$ cat src/rtl/imu_frame_tilt_angles_macros.svh
// assertion macros for the imu frame tilt block
// used by the top level; no other dependencies
`ifndef IMU_FRAME_TILT_ANGLES_MACROS_SVH
`define IMU_FRAME_TILT_ANGLES_MACROS_SVH

// same-cycle implication, idle during reset
`define IFTA_ASSERT_NOW(label, ante, cons, msg) \
   label: assert property (@(posedge clock) disable iff (reset) (ante) |-> (cons)) \
      else $error(msg);

// next-cycle implication, idle during reset
`define IFTA_ASSERT_NEXT(label, ante, cons, msg) \
   label: assert property (@(posedge clock) disable iff (reset) (ante) |=> (cons)) \
      else $error(msg);

`endif

$ cat src/rtl/ifta_pkg.sv
// shared types, constants and the arctangent table for the tilt block
// no dependencies
`timescale 1ns / 1ps

package ifta_pkg;

   localparam int CORDIC_STEPS = 16;
   localparam int TABLE_LEN = 24;
   localparam int STEPS_USED = (CORDIC_STEPS > TABLE_LEN) ? TABLE_LEN : CORDIC_STEPS;
   localparam int FRAME_BYTES = 14;
   localparam logic [3:0] LAST_BYTE = 4'(FRAME_BYTES - 1);

   localparam int CW = 28;   // cordic x/y width
   localparam int ZW = 29;   // cordic angle accumulator width
   localparam int RAD_W = 52;
   localparam int ROOT_W = RAD_W / 2;

   localparam logic signed [ZW-1:0] HALF_TURN = ZW'(73728000);
   localparam logic signed [16:0] ROLL_LIMIT = 17'sd18000;
   localparam logic signed [16:0] PITCH_LIMIT = 17'sd9000;

   localparam logic [2:0] REG_ACCEL_X = 3'd0;
   localparam logic [2:0] REG_ACCEL_Y = 3'd1;
   localparam logic [2:0] REG_ACCEL_Z = 3'd2;
   localparam logic [2:0] REG_RATE_ROLL = 3'd3;
   localparam logic [2:0] REG_RATE_PITCH = 3'd4;
   localparam logic [2:0] REG_RATE_YAW = 3'd5;

   typedef enum logic [2:0] {
      ST_IDLE,
      ST_SQUARE,
      ST_SQRT_MAG,
      ST_SQRT_TILT,
      ST_CORD_ROLL,
      ST_CORD_PITCH
   } state_type;

   // atan(2^-i) in units of 1/4096 hundredth of a degree
   function automatic logic signed [ZW-1:0] atan_entry(input logic [4:0] idx);
      logic signed [ZW-1:0] v;
      begin
         case (idx)
            5'd0: v = ZW'(18432000);
            5'd1: v = ZW'(10881045);
            5'd2: v = ZW'(5749245);
            5'd3: v = ZW'(2918407);
            5'd4: v = ZW'(1464867);
            5'd5: v = ZW'(733147);
            5'd6: v = ZW'(366663);
            5'd7: v = ZW'(183343);
            5'd8: v = ZW'(91673);
            5'd9: v = ZW'(45837);
            5'd10: v = ZW'(22918);
            5'd11: v = ZW'(11459);
            5'd12: v = ZW'(5730);
            5'd13: v = ZW'(2865);
            5'd14: v = ZW'(1432);
            5'd15: v = ZW'(716);
            5'd16: v = ZW'(358);
            5'd17: v = ZW'(179);
            5'd18: v = ZW'(90);
            5'd19: v = ZW'(45);
            5'd20: v = ZW'(22);
            5'd21: v = ZW'(11);
            5'd22: v = ZW'(6);
            5'd23: v = ZW'(3);
            default: v = '0;
         endcase
         return v;
      end
   endfunction

endpackage

$ cat src/rtl/ifta_isqrt.sv
// bit-serial integer square root, one root bit per cycle
// depends on ifta_pkg
`timescale 1ns / 1ps

module ifta_isqrt (
   input  logic                         clock,
   input  logic                         reset,
   input  logic                         start,
   input  logic [ifta_pkg::RAD_W-1:0]   radicand,
   output logic                         done,
   output logic [ifta_pkg::ROOT_W-1:0]  root
);

   localparam int RW = ifta_pkg::ROOT_W + 2;

   logic [ifta_pkg::RAD_W-1:0] rad_ff, rad_in;
   logic [RW-1:0] rem_ff, rem_in;
   logic [ifta_pkg::ROOT_W-1:0] root_ff, root_in;
   logic [4:0] cnt_ff, cnt_in;
   logic busy_ff, busy_in;
   logic done_ff, done_in;
   logic [RW+1:0] rem_shift;
   logic [RW+1:0] trial;

   // one restoring step: bring down two radicand bits, try the next root bit
   always_comb begin
      rem_shift = {rem_ff, rad_ff[ifta_pkg::RAD_W-1 -: 2]};
      trial = {2'b00, root_ff, 2'b01};
      rad_in = rad_ff;
      rem_in = rem_ff;
      root_in = root_ff;
      cnt_in = cnt_ff;
      busy_in = busy_ff;
      done_in = 1'b0;
      if (start) begin
         rad_in = radicand;
         rem_in = '0;
         root_in = '0;
         cnt_in = '0;
         busy_in = 1'b1;
      end else if (busy_ff) begin
         rad_in = {rad_ff[ifta_pkg::RAD_W-3:0], 2'b00};
         if (rem_shift >= trial) begin
            rem_in = RW'(rem_shift - trial);
            root_in = {root_ff[ifta_pkg::ROOT_W-2:0], 1'b1};
         end else begin
            rem_in = RW'(rem_shift);
            root_in = {root_ff[ifta_pkg::ROOT_W-2:0], 1'b0};
         end
         cnt_in = cnt_ff + 5'd1;
         if (cnt_ff == 5'(ifta_pkg::ROOT_W - 1)) begin
            busy_in = 1'b0;
            done_in = 1'b1;
         end
      end
   end

   // control state
   always_ff @(posedge clock) begin
      if (reset) begin
         busy_ff <= 1'b0;
         done_ff <= 1'b0;
         cnt_ff <= '0;
      end else begin
         busy_ff <= busy_in;
         done_ff <= done_in;
         cnt_ff <= cnt_in;
      end
   end

   // datapath
   always_ff @(posedge clock) begin
      rad_ff <= rad_in;
      rem_ff <= rem_in;
      root_ff <= root_in;
   end

   assign done = done_ff;
   assign root = root_ff;

endmodule

$ cat src/rtl/ifta_cordic.sv
// iterative vectoring cordic, one micro-rotation per cycle
// depends on ifta_pkg
`timescale 1ns / 1ps

module ifta_cordic (
   input  logic                               clock,
   input  logic                               reset,
   input  logic                               start,
   input  logic                               pitch_sel,
   input  logic signed [ifta_pkg::CW-1:0]     x_start,
   input  logic signed [ifta_pkg::CW-1:0]     y_start,
   output logic                               done,
   output logic signed [15:0]                 angle
);

   logic signed [ifta_pkg::CW-1:0] x_ff, x_in, y_ff, y_in, xs, ys;
   logic signed [ifta_pkg::ZW-1:0] z_ff, z_in, tab, z_round;
   logic [4:0] step_ff, step_in;
   logic busy_ff, busy_in, done_ff, done_in;
   logic zero_ff, zero_in, pitch_ff, pitch_in;
   logic signed [16:0] hund, lim, clamped;

   // load with half-turn fold, then rotate toward the x axis
   always_comb begin
      xs = x_ff >>> step_ff;
      ys = y_ff >>> step_ff;
      tab = ifta_pkg::atan_entry(step_ff);
      x_in = x_ff;
      y_in = y_ff;
      z_in = z_ff;
      step_in = step_ff;
      busy_in = busy_ff;
      done_in = 1'b0;
      zero_in = zero_ff;
      pitch_in = pitch_ff;
      if (start) begin
         zero_in = (x_start == '0) && (y_start == '0);
         pitch_in = pitch_sel;
         step_in = '0;
         busy_in = 1'b1;
         if (x_start < 0) begin
            z_in = (y_start >= 0) ? ifta_pkg::HALF_TURN : -ifta_pkg::HALF_TURN;
            x_in = -x_start;
            y_in = -y_start;
         end else begin
            z_in = '0;
            x_in = x_start;
            y_in = y_start;
         end
      end else if (busy_ff) begin
         if (y_ff >= 0) begin
            x_in = x_ff + ys;
            y_in = y_ff - xs;
            z_in = z_ff + tab;
         end else begin
            x_in = x_ff - ys;
            y_in = y_ff + xs;
            z_in = z_ff - tab;
         end
         step_in = step_ff + 5'd1;
         if (step_ff == 5'(ifta_pkg::STEPS_USED - 1)) begin
            busy_in = 1'b0;
            done_in = 1'b1;
         end
      end
   end

   // control state
   always_ff @(posedge clock) begin
      if (reset) begin
         busy_ff <= 1'b0;
         done_ff <= 1'b0;
         step_ff <= '0;
      end else begin
         busy_ff <= busy_in;
         done_ff <= done_in;
         step_ff <= step_in;
      end
   end

   // datapath
   always_ff @(posedge clock) begin
      x_ff <= x_in;
      y_ff <= y_in;
      z_ff <= z_in;
      zero_ff <= zero_in;
      pitch_ff <= pitch_in;
   end

   // round to hundredths and clamp, or zero for a zero input vector
   always_comb begin
      z_round = z_ff + ifta_pkg::ZW'(2048);
      hund = 17'(z_round >>> 12);
      lim = pitch_ff ? ifta_pkg::PITCH_LIMIT : ifta_pkg::ROLL_LIMIT;
      if (zero_ff) begin
         clamped = '0;
      end else if (hund > lim) begin
         clamped = lim;
      end else if (hund < -lim) begin
         clamped = -lim;
      end else begin
         clamped = hund;
      end
   end

   assign done = done_ff;
   assign angle = clamped[15:0];

endmodule

$ cat src/rtl/imu_frame_tilt_angles.sv
// top level: frame byte assembly, offset correction, squares and sequencing
// depends on ifta_pkg, ifta_isqrt, ifta_cordic and the assertion macro header
// Bytes are taken only while the sequencer is idle and no result is waiting.
// The last byte of a frame starts the squares, two square roots on the shared
// bit-serial root unit and two runs of the shared cordic; no byte is taken
// until the result has been taken. Synchronous active-high reset restores the
// offsets and clears the byte count; stored frame words are undefined until
// written.
`timescale 1ns / 1ps
`include "imu_frame_tilt_angles_macros.svh"

module imu_frame_tilt_angles (
   input  logic          clock,
   input  logic          reset,
   input  logic          req_tvalid,
   output logic          req_tready,
   input  logic [7:0]    req_tdata,    // data_byte[7:0]
   input  logic          req_tuser,    // frame_start
   output logic          rsp_tvalid,
   input  logic          rsp_tready,
   // tilt_roll, tilt_pitch, accel_magnitude, accel_x, accel_y, accel_z,
   // temperature_raw, rate_roll, rate_pitch, rate_yaw, then zero fill
   output logic [167:0]  rsp_tdata,
   input  logic          csr_we,
   input  logic [2:0]    csr_index,
   input  logic [15:0]   csr_wdata
);

   ifta_pkg::state_type state_ff, state_in;

   logic [15:0] off_ff [6];
   logic [15:0] words_ff [6];
   logic [3:0] byte_pos_ff;
   logic [7:0] pending_ff;
   logic [3:0] pos_raw, pos;
   logic req_acc, last_acc;
   logic [15:0] word;

   logic signed [16:0] ax_ff, ay_ff, az_ff, rr_ff, rp_ff, ry_ff;
   logic [15:0] temp_ff;
   logic [1:0] mul_cnt_ff;
   logic signed [16:0] mul_op;
   logic signed [33:0] mul_full;
   logic [32:0] prod_ff;
   logic [33:0] acc_ff;

   logic sqrt_start, sqrt_done;
   logic [ifta_pkg::RAD_W-1:0] radicand;
   logic [ifta_pkg::ROOT_W-1:0] root;
   logic [16:0] mag_ff;
   logic [24:0] r_ff;

   logic cord_start, cord_done, pitch_sel;
   logic signed [ifta_pkg::CW-1:0] cx, cy;
   logic signed [15:0] angle;
   logic signed [15:0] roll_ff;
   logic signed [17:0] neg_ax;

   logic rsp_tvalid_ff;
   logic [167:0] rsp_tdata_ff;

   // byte position for this item
   always_comb begin
      pos_raw = req_tuser ? 4'd0 : byte_pos_ff;
      pos = (pos_raw > ifta_pkg::LAST_BYTE) ? 4'd0 : pos_raw;
      word = {pending_ff, req_tdata};
      req_acc = req_tvalid && req_tready;
      last_acc = req_acc && (pos == ifta_pkg::LAST_BYTE);
   end

   // offset registers
   always_ff @(posedge clock) begin
      if (reset) begin
         off_ff[ifta_pkg::REG_ACCEL_X] <= 16'hF7A4;
         off_ff[ifta_pkg::REG_ACCEL_Y] <= 16'd125;
         off_ff[ifta_pkg::REG_ACCEL_Z] <= 16'd210;
         off_ff[ifta_pkg::REG_RATE_ROLL] <= 16'hFB0A;
         off_ff[ifta_pkg::REG_RATE_PITCH] <= 16'd210;
         off_ff[ifta_pkg::REG_RATE_YAW] <= 16'd52;
      end else if (csr_we && (csr_index <= ifta_pkg::REG_RATE_YAW)) begin
         off_ff[csr_index] <= csr_wdata;
      end
   end

   // byte count and high byte
   always_ff @(posedge clock) begin
      if (reset) begin
         byte_pos_ff <= '0;
         pending_ff <= '0;
      end else if (req_acc) begin
         byte_pos_ff <= (pos == ifta_pkg::LAST_BYTE) ? 4'd0 : pos + 4'd1;
         if (!pos[0]) begin
            pending_ff <= req_tdata;
         end
      end
   end

   // frame words
   always_ff @(posedge clock) begin
      if (req_acc && pos[0] && (pos != ifta_pkg::LAST_BYTE)) begin
         words_ff[pos[3:1]] <= word;
      end
   end

   // offset correction on the last byte
   always_ff @(posedge clock) begin
      if (last_acc) begin
         ax_ff <= $signed({words_ff[0][15], words_ff[0]})
                  - $signed({off_ff[ifta_pkg::REG_ACCEL_X][15], off_ff[ifta_pkg::REG_ACCEL_X]});
         ay_ff <= $signed({words_ff[1][15], words_ff[1]})
                  - $signed({off_ff[ifta_pkg::REG_ACCEL_Y][15], off_ff[ifta_pkg::REG_ACCEL_Y]});
         az_ff <= $signed({words_ff[2][15], words_ff[2]})
                  - $signed({off_ff[ifta_pkg::REG_ACCEL_Z][15], off_ff[ifta_pkg::REG_ACCEL_Z]});
         temp_ff <= words_ff[3];
         rr_ff <= $signed({words_ff[4][15], words_ff[4]})
                  - $signed({off_ff[ifta_pkg::REG_RATE_ROLL][15],
                             off_ff[ifta_pkg::REG_RATE_ROLL]});
         rp_ff <= $signed({words_ff[5][15], words_ff[5]})
                  - $signed({off_ff[ifta_pkg::REG_RATE_PITCH][15],
                             off_ff[ifta_pkg::REG_RATE_PITCH]});
         ry_ff <= $signed({word[15], word})
                  - $signed({off_ff[ifta_pkg::REG_RATE_YAW][15], off_ff[ifta_pkg::REG_RATE_YAW]});
      end
   end

   // shared squarer: ay^2, az^2, ax^2 one per cycle
   always_comb begin
      case (mul_cnt_ff)
         2'd0: mul_op = ay_ff;
         2'd1: mul_op = az_ff;
         default: mul_op = ax_ff;
      endcase
      mul_full = mul_op * mul_op;
   end

   always_ff @(posedge clock) begin
      if (reset) begin
         mul_cnt_ff <= '0;
      end else if (state_ff == ifta_pkg::ST_SQUARE) begin
         mul_cnt_ff <= mul_cnt_ff + 2'd1;
      end else begin
         mul_cnt_ff <= '0;
      end
   end

   // accumulate ay^2 + az^2; the magnitude adds ax^2 on the fly
   always_ff @(posedge clock) begin
      if (state_ff == ifta_pkg::ST_SQUARE) begin
         prod_ff <= mul_full[32:0];
         case (mul_cnt_ff)
            2'd0: acc_ff <= '0;
            2'd1: acc_ff <= {1'b0, prod_ff};
            2'd2: acc_ff <= acc_ff + {1'b0, prod_ff};
            default: acc_ff <= acc_ff;
         endcase
      end
   end

   // state register
   always_ff @(posedge clock) begin
      if (reset) begin
         state_ff <= ifta_pkg::ST_IDLE;
      end else begin
         state_ff <= state_in;
      end
   end

   // next state
   always_comb begin
      state_in = state_ff;
      case (state_ff)
         ifta_pkg::ST_IDLE: if (last_acc) state_in = ifta_pkg::ST_SQUARE;
         ifta_pkg::ST_SQUARE: if (mul_cnt_ff == 2'd3) state_in = ifta_pkg::ST_SQRT_MAG;
         ifta_pkg::ST_SQRT_MAG: if (sqrt_done) state_in = ifta_pkg::ST_SQRT_TILT;
         ifta_pkg::ST_SQRT_TILT: if (sqrt_done) state_in = ifta_pkg::ST_CORD_ROLL;
         ifta_pkg::ST_CORD_ROLL: if (cord_done) state_in = ifta_pkg::ST_CORD_PITCH;
         ifta_pkg::ST_CORD_PITCH: if (cord_done) state_in = ifta_pkg::ST_IDLE;
         default: state_in = ifta_pkg::ST_IDLE;
      endcase
   end

   // sequencer outputs
   always_comb begin
      req_tready = (state_ff == ifta_pkg::ST_IDLE) && !rsp_tvalid_ff;
      sqrt_start = ((state_ff == ifta_pkg::ST_SQUARE) && (mul_cnt_ff == 2'd3))
                   || ((state_ff == ifta_pkg::ST_SQRT_MAG) && sqrt_done);
      cord_start = ((state_ff == ifta_pkg::ST_SQRT_TILT) && sqrt_done)
                   || ((state_ff == ifta_pkg::ST_CORD_ROLL) && cord_done);
      pitch_sel = (state_ff == ifta_pkg::ST_CORD_ROLL);
   end

   // root operand: full magnitude first, then (ay^2+az^2) scaled by 2^16
   always_comb begin
      if (state_ff == ifta_pkg::ST_SQUARE) begin
         radicand = {18'b0, acc_ff + {1'b0, prod_ff}};
      end else begin
         radicand = {2'b0, acc_ff, 16'b0};
      end
   end

   ifta_isqrt u_isqrt (
      .clock    (clock),
      .reset    (reset),
      .start    (sqrt_start),
      .radicand (radicand),
      .done     (sqrt_done),
      .root     (root)
   );

   // cordic operands: roll vectors (az, ay), pitch vectors (r, -ax)
   always_comb begin
      neg_ax = -$signed({ax_ff[16], ax_ff});
      if (pitch_sel) begin
         cx = $signed({3'b0, r_ff});
         cy = $signed({{2{neg_ax[17]}}, neg_ax, 8'b0});
      end else begin
         cx = $signed({{3{az_ff[16]}}, az_ff, 8'b0});
         cy = $signed({{3{ay_ff[16]}}, ay_ff, 8'b0});
      end
   end

   ifta_cordic u_cordic (
      .clock     (clock),
      .reset     (reset),
      .start     (cord_start),
      .pitch_sel (pitch_sel),
      .x_start   (cx),
      .y_start   (cy),
      .done      (cord_done),
      .angle     (angle)
   );

   // intermediate results
   always_ff @(posedge clock) begin
      if ((state_ff == ifta_pkg::ST_SQRT_MAG) && sqrt_done) begin
         mag_ff <= root[16:0];
      end
      if ((state_ff == ifta_pkg::ST_SQRT_TILT) && sqrt_done) begin
         r_ff <= root[24:0];
      end
      if ((state_ff == ifta_pkg::ST_CORD_ROLL) && cord_done) begin
         roll_ff <= angle;
      end
   end

   // output item register
   always_ff @(posedge clock) begin
      if (reset) begin
         rsp_tvalid_ff <= 1'b0;
      end else if ((state_ff == ifta_pkg::ST_CORD_PITCH) && cord_done) begin
         rsp_tvalid_ff <= 1'b1;
      end else if (rsp_tready) begin
         rsp_tvalid_ff <= 1'b0;
      end
   end

   always_ff @(posedge clock) begin
      if ((state_ff == ifta_pkg::ST_CORD_PITCH) && cord_done) begin
         rsp_tdata_ff <= {2'b0, ry_ff, rp_ff, rr_ff, temp_ff, az_ff, ay_ff, ax_ff,
                          mag_ff, angle[14:0], roll_ff};
      end
   end

   assign rsp_tvalid = rsp_tvalid_ff;
   assign rsp_tdata = rsp_tdata_ff;

   `IFTA_ASSERT_NOW(a_pos_range, 1'b1, byte_pos_ff <= ifta_pkg::LAST_BYTE, "byte position out of range")
   `IFTA_ASSERT_NOW(a_busy_no_out, state_ff != ifta_pkg::ST_IDLE, !rsp_tvalid_ff, "result pending while busy")
   `IFTA_ASSERT_NEXT(a_done_out, (state_ff == ifta_pkg::ST_CORD_PITCH) && cord_done, rsp_tvalid_ff && (state_ff == ifta_pkg::ST_IDLE), "result not presented")

endmodule

$ cat config.mk
export PLATFORM = sky130hd
export DESIGN_NAME = imu_frame_tilt_angles
export DESIGN_NICKNAME = d
export VERILOG_FILES = /design/src/rtl/ifta_pkg.sv /design/src/rtl/ifta_isqrt.sv /design/src/rtl/ifta_cordic.sv /design/src/rtl/imu_frame_tilt_angles.sv
export VERILOG_INCLUDE_DIRS = /design/src /design/src/rtl
export SDC_FILE = /design/constraint.sdc
export NUM_CORES = 2
export LEC_CHECK = 0
export BUFFER_PORTS_ARGS = -buffer_cell sky130_fd_sc_hd__buf_4
export CAP_MARGIN = 20
export CORE_MARGIN = 3
export CORE_UTILIZATION = 50
export DETAILED_ROUTE_END_ITERATION = 8
export GPL_TIMING_DRIVEN = 0
export PLACE_DENSITY = 0.71
export SLEW_MARGIN = 15
export SYNTH_ARGS = -nofsm -noshare
export SYNTH_HDL_FRONTEND = slang
export SYNTH_HIERARCHICAL = 1
export SYNTH_SLANG_ARGS = --single-unit
export TNS_END_PERCENT = 1
$ cat constraint.sdc
create_clock -name clock -period 17.3 [get_ports clock]
set_input_delay 0.865 -clock clock [delete_from_list [all_inputs] [get_ports clock]]
set_output_delay 0.865 -clock clock [all_outputs]
set_load 0.03 [all_outputs]
==> flow_summary.toml <==
[global_routing]
grt-ovfl-total = 0
grt_pass1_wl_um = 262000
grt_pass1_vias = 44379
grt_max_degree = 59
antenna_found_initial = 5
track_usage_pct = 28.1

[power]
power_density_mw_per_mm2 = 70.8
power_w = 0.00468
leakage_nw = 26.7
ir_drop_mv = 0.0917

[synth]
synth_top_area_cell = "edfxtp_1"
synth_area_leaders = "edfxtp_1 (38%), fa_1 (9.2%), ha_1 (7.8%)"
synthMuxAreaShare_pct = 5.66
synth_top_family_by_area = "adder cells"
synth_fa_ha_area_share_pct = 17.0
yosysUniqueCellTypes = 97
ys_warn_count = 6
synth_area_per_cell_um2 = 10.4
synth-simple-area-share_pct = 12.6
syn_inst = 5646
async_flop_share_pct = 0
synth_compound_area_share_pct = 12.7
synthFlopType = "edfxtp_1"
synth.yosys.seq_area_share_pct = 41.4
netlist.area_leader.share_pct = 37.7
synth_xor_area_share_pct = 5.39
ys_ff_latch = 850
synth_area_mm2 = 0.0589
synth_edf_count = 739

[place]
gp_congestion = 0.987
dpl.hpwl_um = 133000
place_ws_ns = 7.93
io_buffer_count = 199

[floorplanning]
core_area_mm2 = 0.117
fp.dieH_um = 349
initial_utilization_pct = 50.6
rows = 125
ioPinCount = 203
fp.dieW_um = 349
die_area_mm2 = 0.122

[detailed_routing]
drt_wl_total_um = 173000
via_per_inst = 5.97
drtIter0Drc = 4870
post_drt_wl_per_cell_um = 22.8
firstDrtPassIters = 7
vias = 45402
post-route-drc-count = 0
antenna_left = 0

[clocking]
clock_tree.buffer_depth = 3
cts_root_buffer = "clkbuf_16"
htreeDepth = 3
clk_pin_slew_worst_paths_ns = 0.07
cts_setup_buffers = 0
cts_sinks = 850
postCtsHoldBufs = 0
ctsResizeCount = 0
clk_latency_ns = 0.71
cts_buffers = 92
tritoncts = "built"

[final_layout]
drive_gt1_share_pct = 10.3
area_delta_synth_final_pct = 12.0
multiInputGateArea_mm2 = 0.0316
seq_area_mm2 = 0.0244
fin_nets = 6675
num-fill-cells = 9867

[sta]
setup_viol = 0
finalMaxSlewViolations = 0
final.setup.tns_ns = 0
skew_ns = 0.0802
worstMarginPinSlew_ns = 1.17
timing.final.crit_share_pct = 55.4
rsz0062_at_grt = "false"
finalHoldViolations = 0
timing.final.ws_setup_ns = 7.72
hold_slack_ns = 0.397
slew-limit-headroom_pct = 21.9
max_freq_mhz = 104
min_period_ns = 9.58

[worst_setup_path]
critical-path-max-stage-delay_ns = 0.78
start_kind = "flop"
critical_path.n_buffers_inverters = 7
path_class = "reg -> reg"
cp_max_fo = 10
slowest_stage = "a21oi_1"
critPathTopFamily = "adder cells"
endpoint_kind = "flop"
cp_data_required_time_ns = 17.68
path_common_cell = "fa_1"
arrival_ns = 9.96

[run]
maxCapViolCount = 0

[hold_path]
hold_path_class = "reg -> reg"

[run_status]
status = "finished clean"
[cells in the final DEF, fill, tap and decap left out, types with 219 or more instances in the layout]
cell / n
a21oi_1: 272
buf_4: 219
edfxtp_1: 739
fa_1: 270
ha_1: 367
inv_1: 584
nand2_1: 526
nor2_1: 489
o21ai_0: 274
xnor2_1: 248
[where the power goes]
group / internal, W / switching (W) / leakage [nW]
Clock: 0.00111 / 0.000868 / 1.49
Sequential: 0.00225 / 0.0000300 / 7.66
Combinational: 0.000176 / 0.000241 / 17.5
Total: 0.00354 / 0.00114 / 26.7
[worst register-to-register path, stage by stage, from the launching register on]
cell and delay [ns]:
dfxtp_1 0.33, inv_1 0.08, ha_1 0.16, clkbuf_1 0.34, nor2_1 0.24, clkbuf_1 0.29
a21oi_1 0.78, clkinv_1 0.70, nand2_1 0.34, fa_1 0.49, fa_1 0.48, fa_1 0.55
inv_1 0.06, fa_1 0.47, fa_1 0.55, inv_1 0.05, fa_1 0.52, inv_1 0.04
ha_1 0.34, a21o_1 0.20, a21o_1 0.22, a221oi_2 0.47, o22ai_1 0.19, a2111oi_2 0.45
o21bai_1 0.18, and4_1 0.23, or4_1 0.51
[sequential cells by signal, indices dropped and copies added (netlist names), 26 cells and up]
signal / cells
rsp_tdata: 166
off_ff: 96
words_ff: 96
u_isqrt/rad_ff: 52
acc_ff: 34
prod_ff: 32
u_cordic/z_ff: 29
u_cordic/x_ff: 28
u_cordic/y_ff: 28
u_isqrt/rem_ff: 28
u_isqrt/root: 26
[metrics by stage]
stage / utilization [%] / area, um2 / cells
finish: 56.6 / 66000 / 7608
global route: 56.6 / 66000 / 7607
CTS: 56.6 / 66000 / 7605
detailed placement: 54.0 / 62900 / 7434
global placement: 53.6 / 62400 / 7401
floorplan: - / 59000 / 5678
[kinds of logic after synthesis]
group / count (synthesis)
xor+xnor: 361
mux: 252
simple gates: 1598
flops: 850
other cells: 1
buf+inv: 802
fa+ha+maj: 638
compound gates: 1144
[area by class of cell]
class | instances | share of cell area [%]
buffer | 204 | 1.28
sequential | 850 | 37.0
clock buffer | 114 | 3.80
clock inverter | 57 | 0.857
inverter | 598 | 3.40
antenna | 2 | 0.00758
multi-input combinational | 4026 | 47.9
timing repair buffer | 233 | 2.88
tap | 1524 | 2.89
[cells in the mapped netlist, drive strengths merged (19+ instances only)]
cell,n
and3,45
o21bai,29
and2,49
or4,22
dfxtp,111
nor3b,21
edfxtp,739
nor4,25
or2,26
o21ai,284
a31oi,30
a2111oi,20
inv,587
ha,367
mux4,56
a21boi,19
xor2,112
nand2b,50
nand2,526
mux2i,108
nor2b,46
fa,270
o41ai,19
buf,62
o31ai,58
a211oi,58
clkbuf,142
nand3,88
nand4,39
o21a,49
a22o,23
a21oi,275
o211ai,41
mux2,88
nor2,492
a21o,85
or3,50
nor3,88
xnor2,248
[routing by layer]
layer	GRT usage [%]	part of all wire, %
met4	9.82	3.7
met2	44.3	45
met1	39.0	42
met5	0	0.0075
met3	5.40	9.7
[final timing paths]
| path | start | end | slack [ns] | cells past startpoint |
|---|---|---|---|---|
| worst min-delay path | mag_ff[3]$_DFFE_PP_ | rsp_tdata[34]$_DFFE_PP_ | 0.40 | 0 |
| worst max-delay path | mul_cnt_ff[1]$_SDFF_PP0_ | prod_ff[31]$_DFFE_PP_ | 7.72 | 26 |
| worst min register to register | mag_ff[3]$_DFFE_PP_ | rsp_tdata[34]$_DFFE_PP_ | 0.40 | 0 |
| worst max register to register | mul_cnt_ff[1]$_SDFF_PP0_ | prod_ff[31]$_DFFE_PP_ | 7.72 | 26 |
Note: power is estimated with default switching activity, not from simulation.
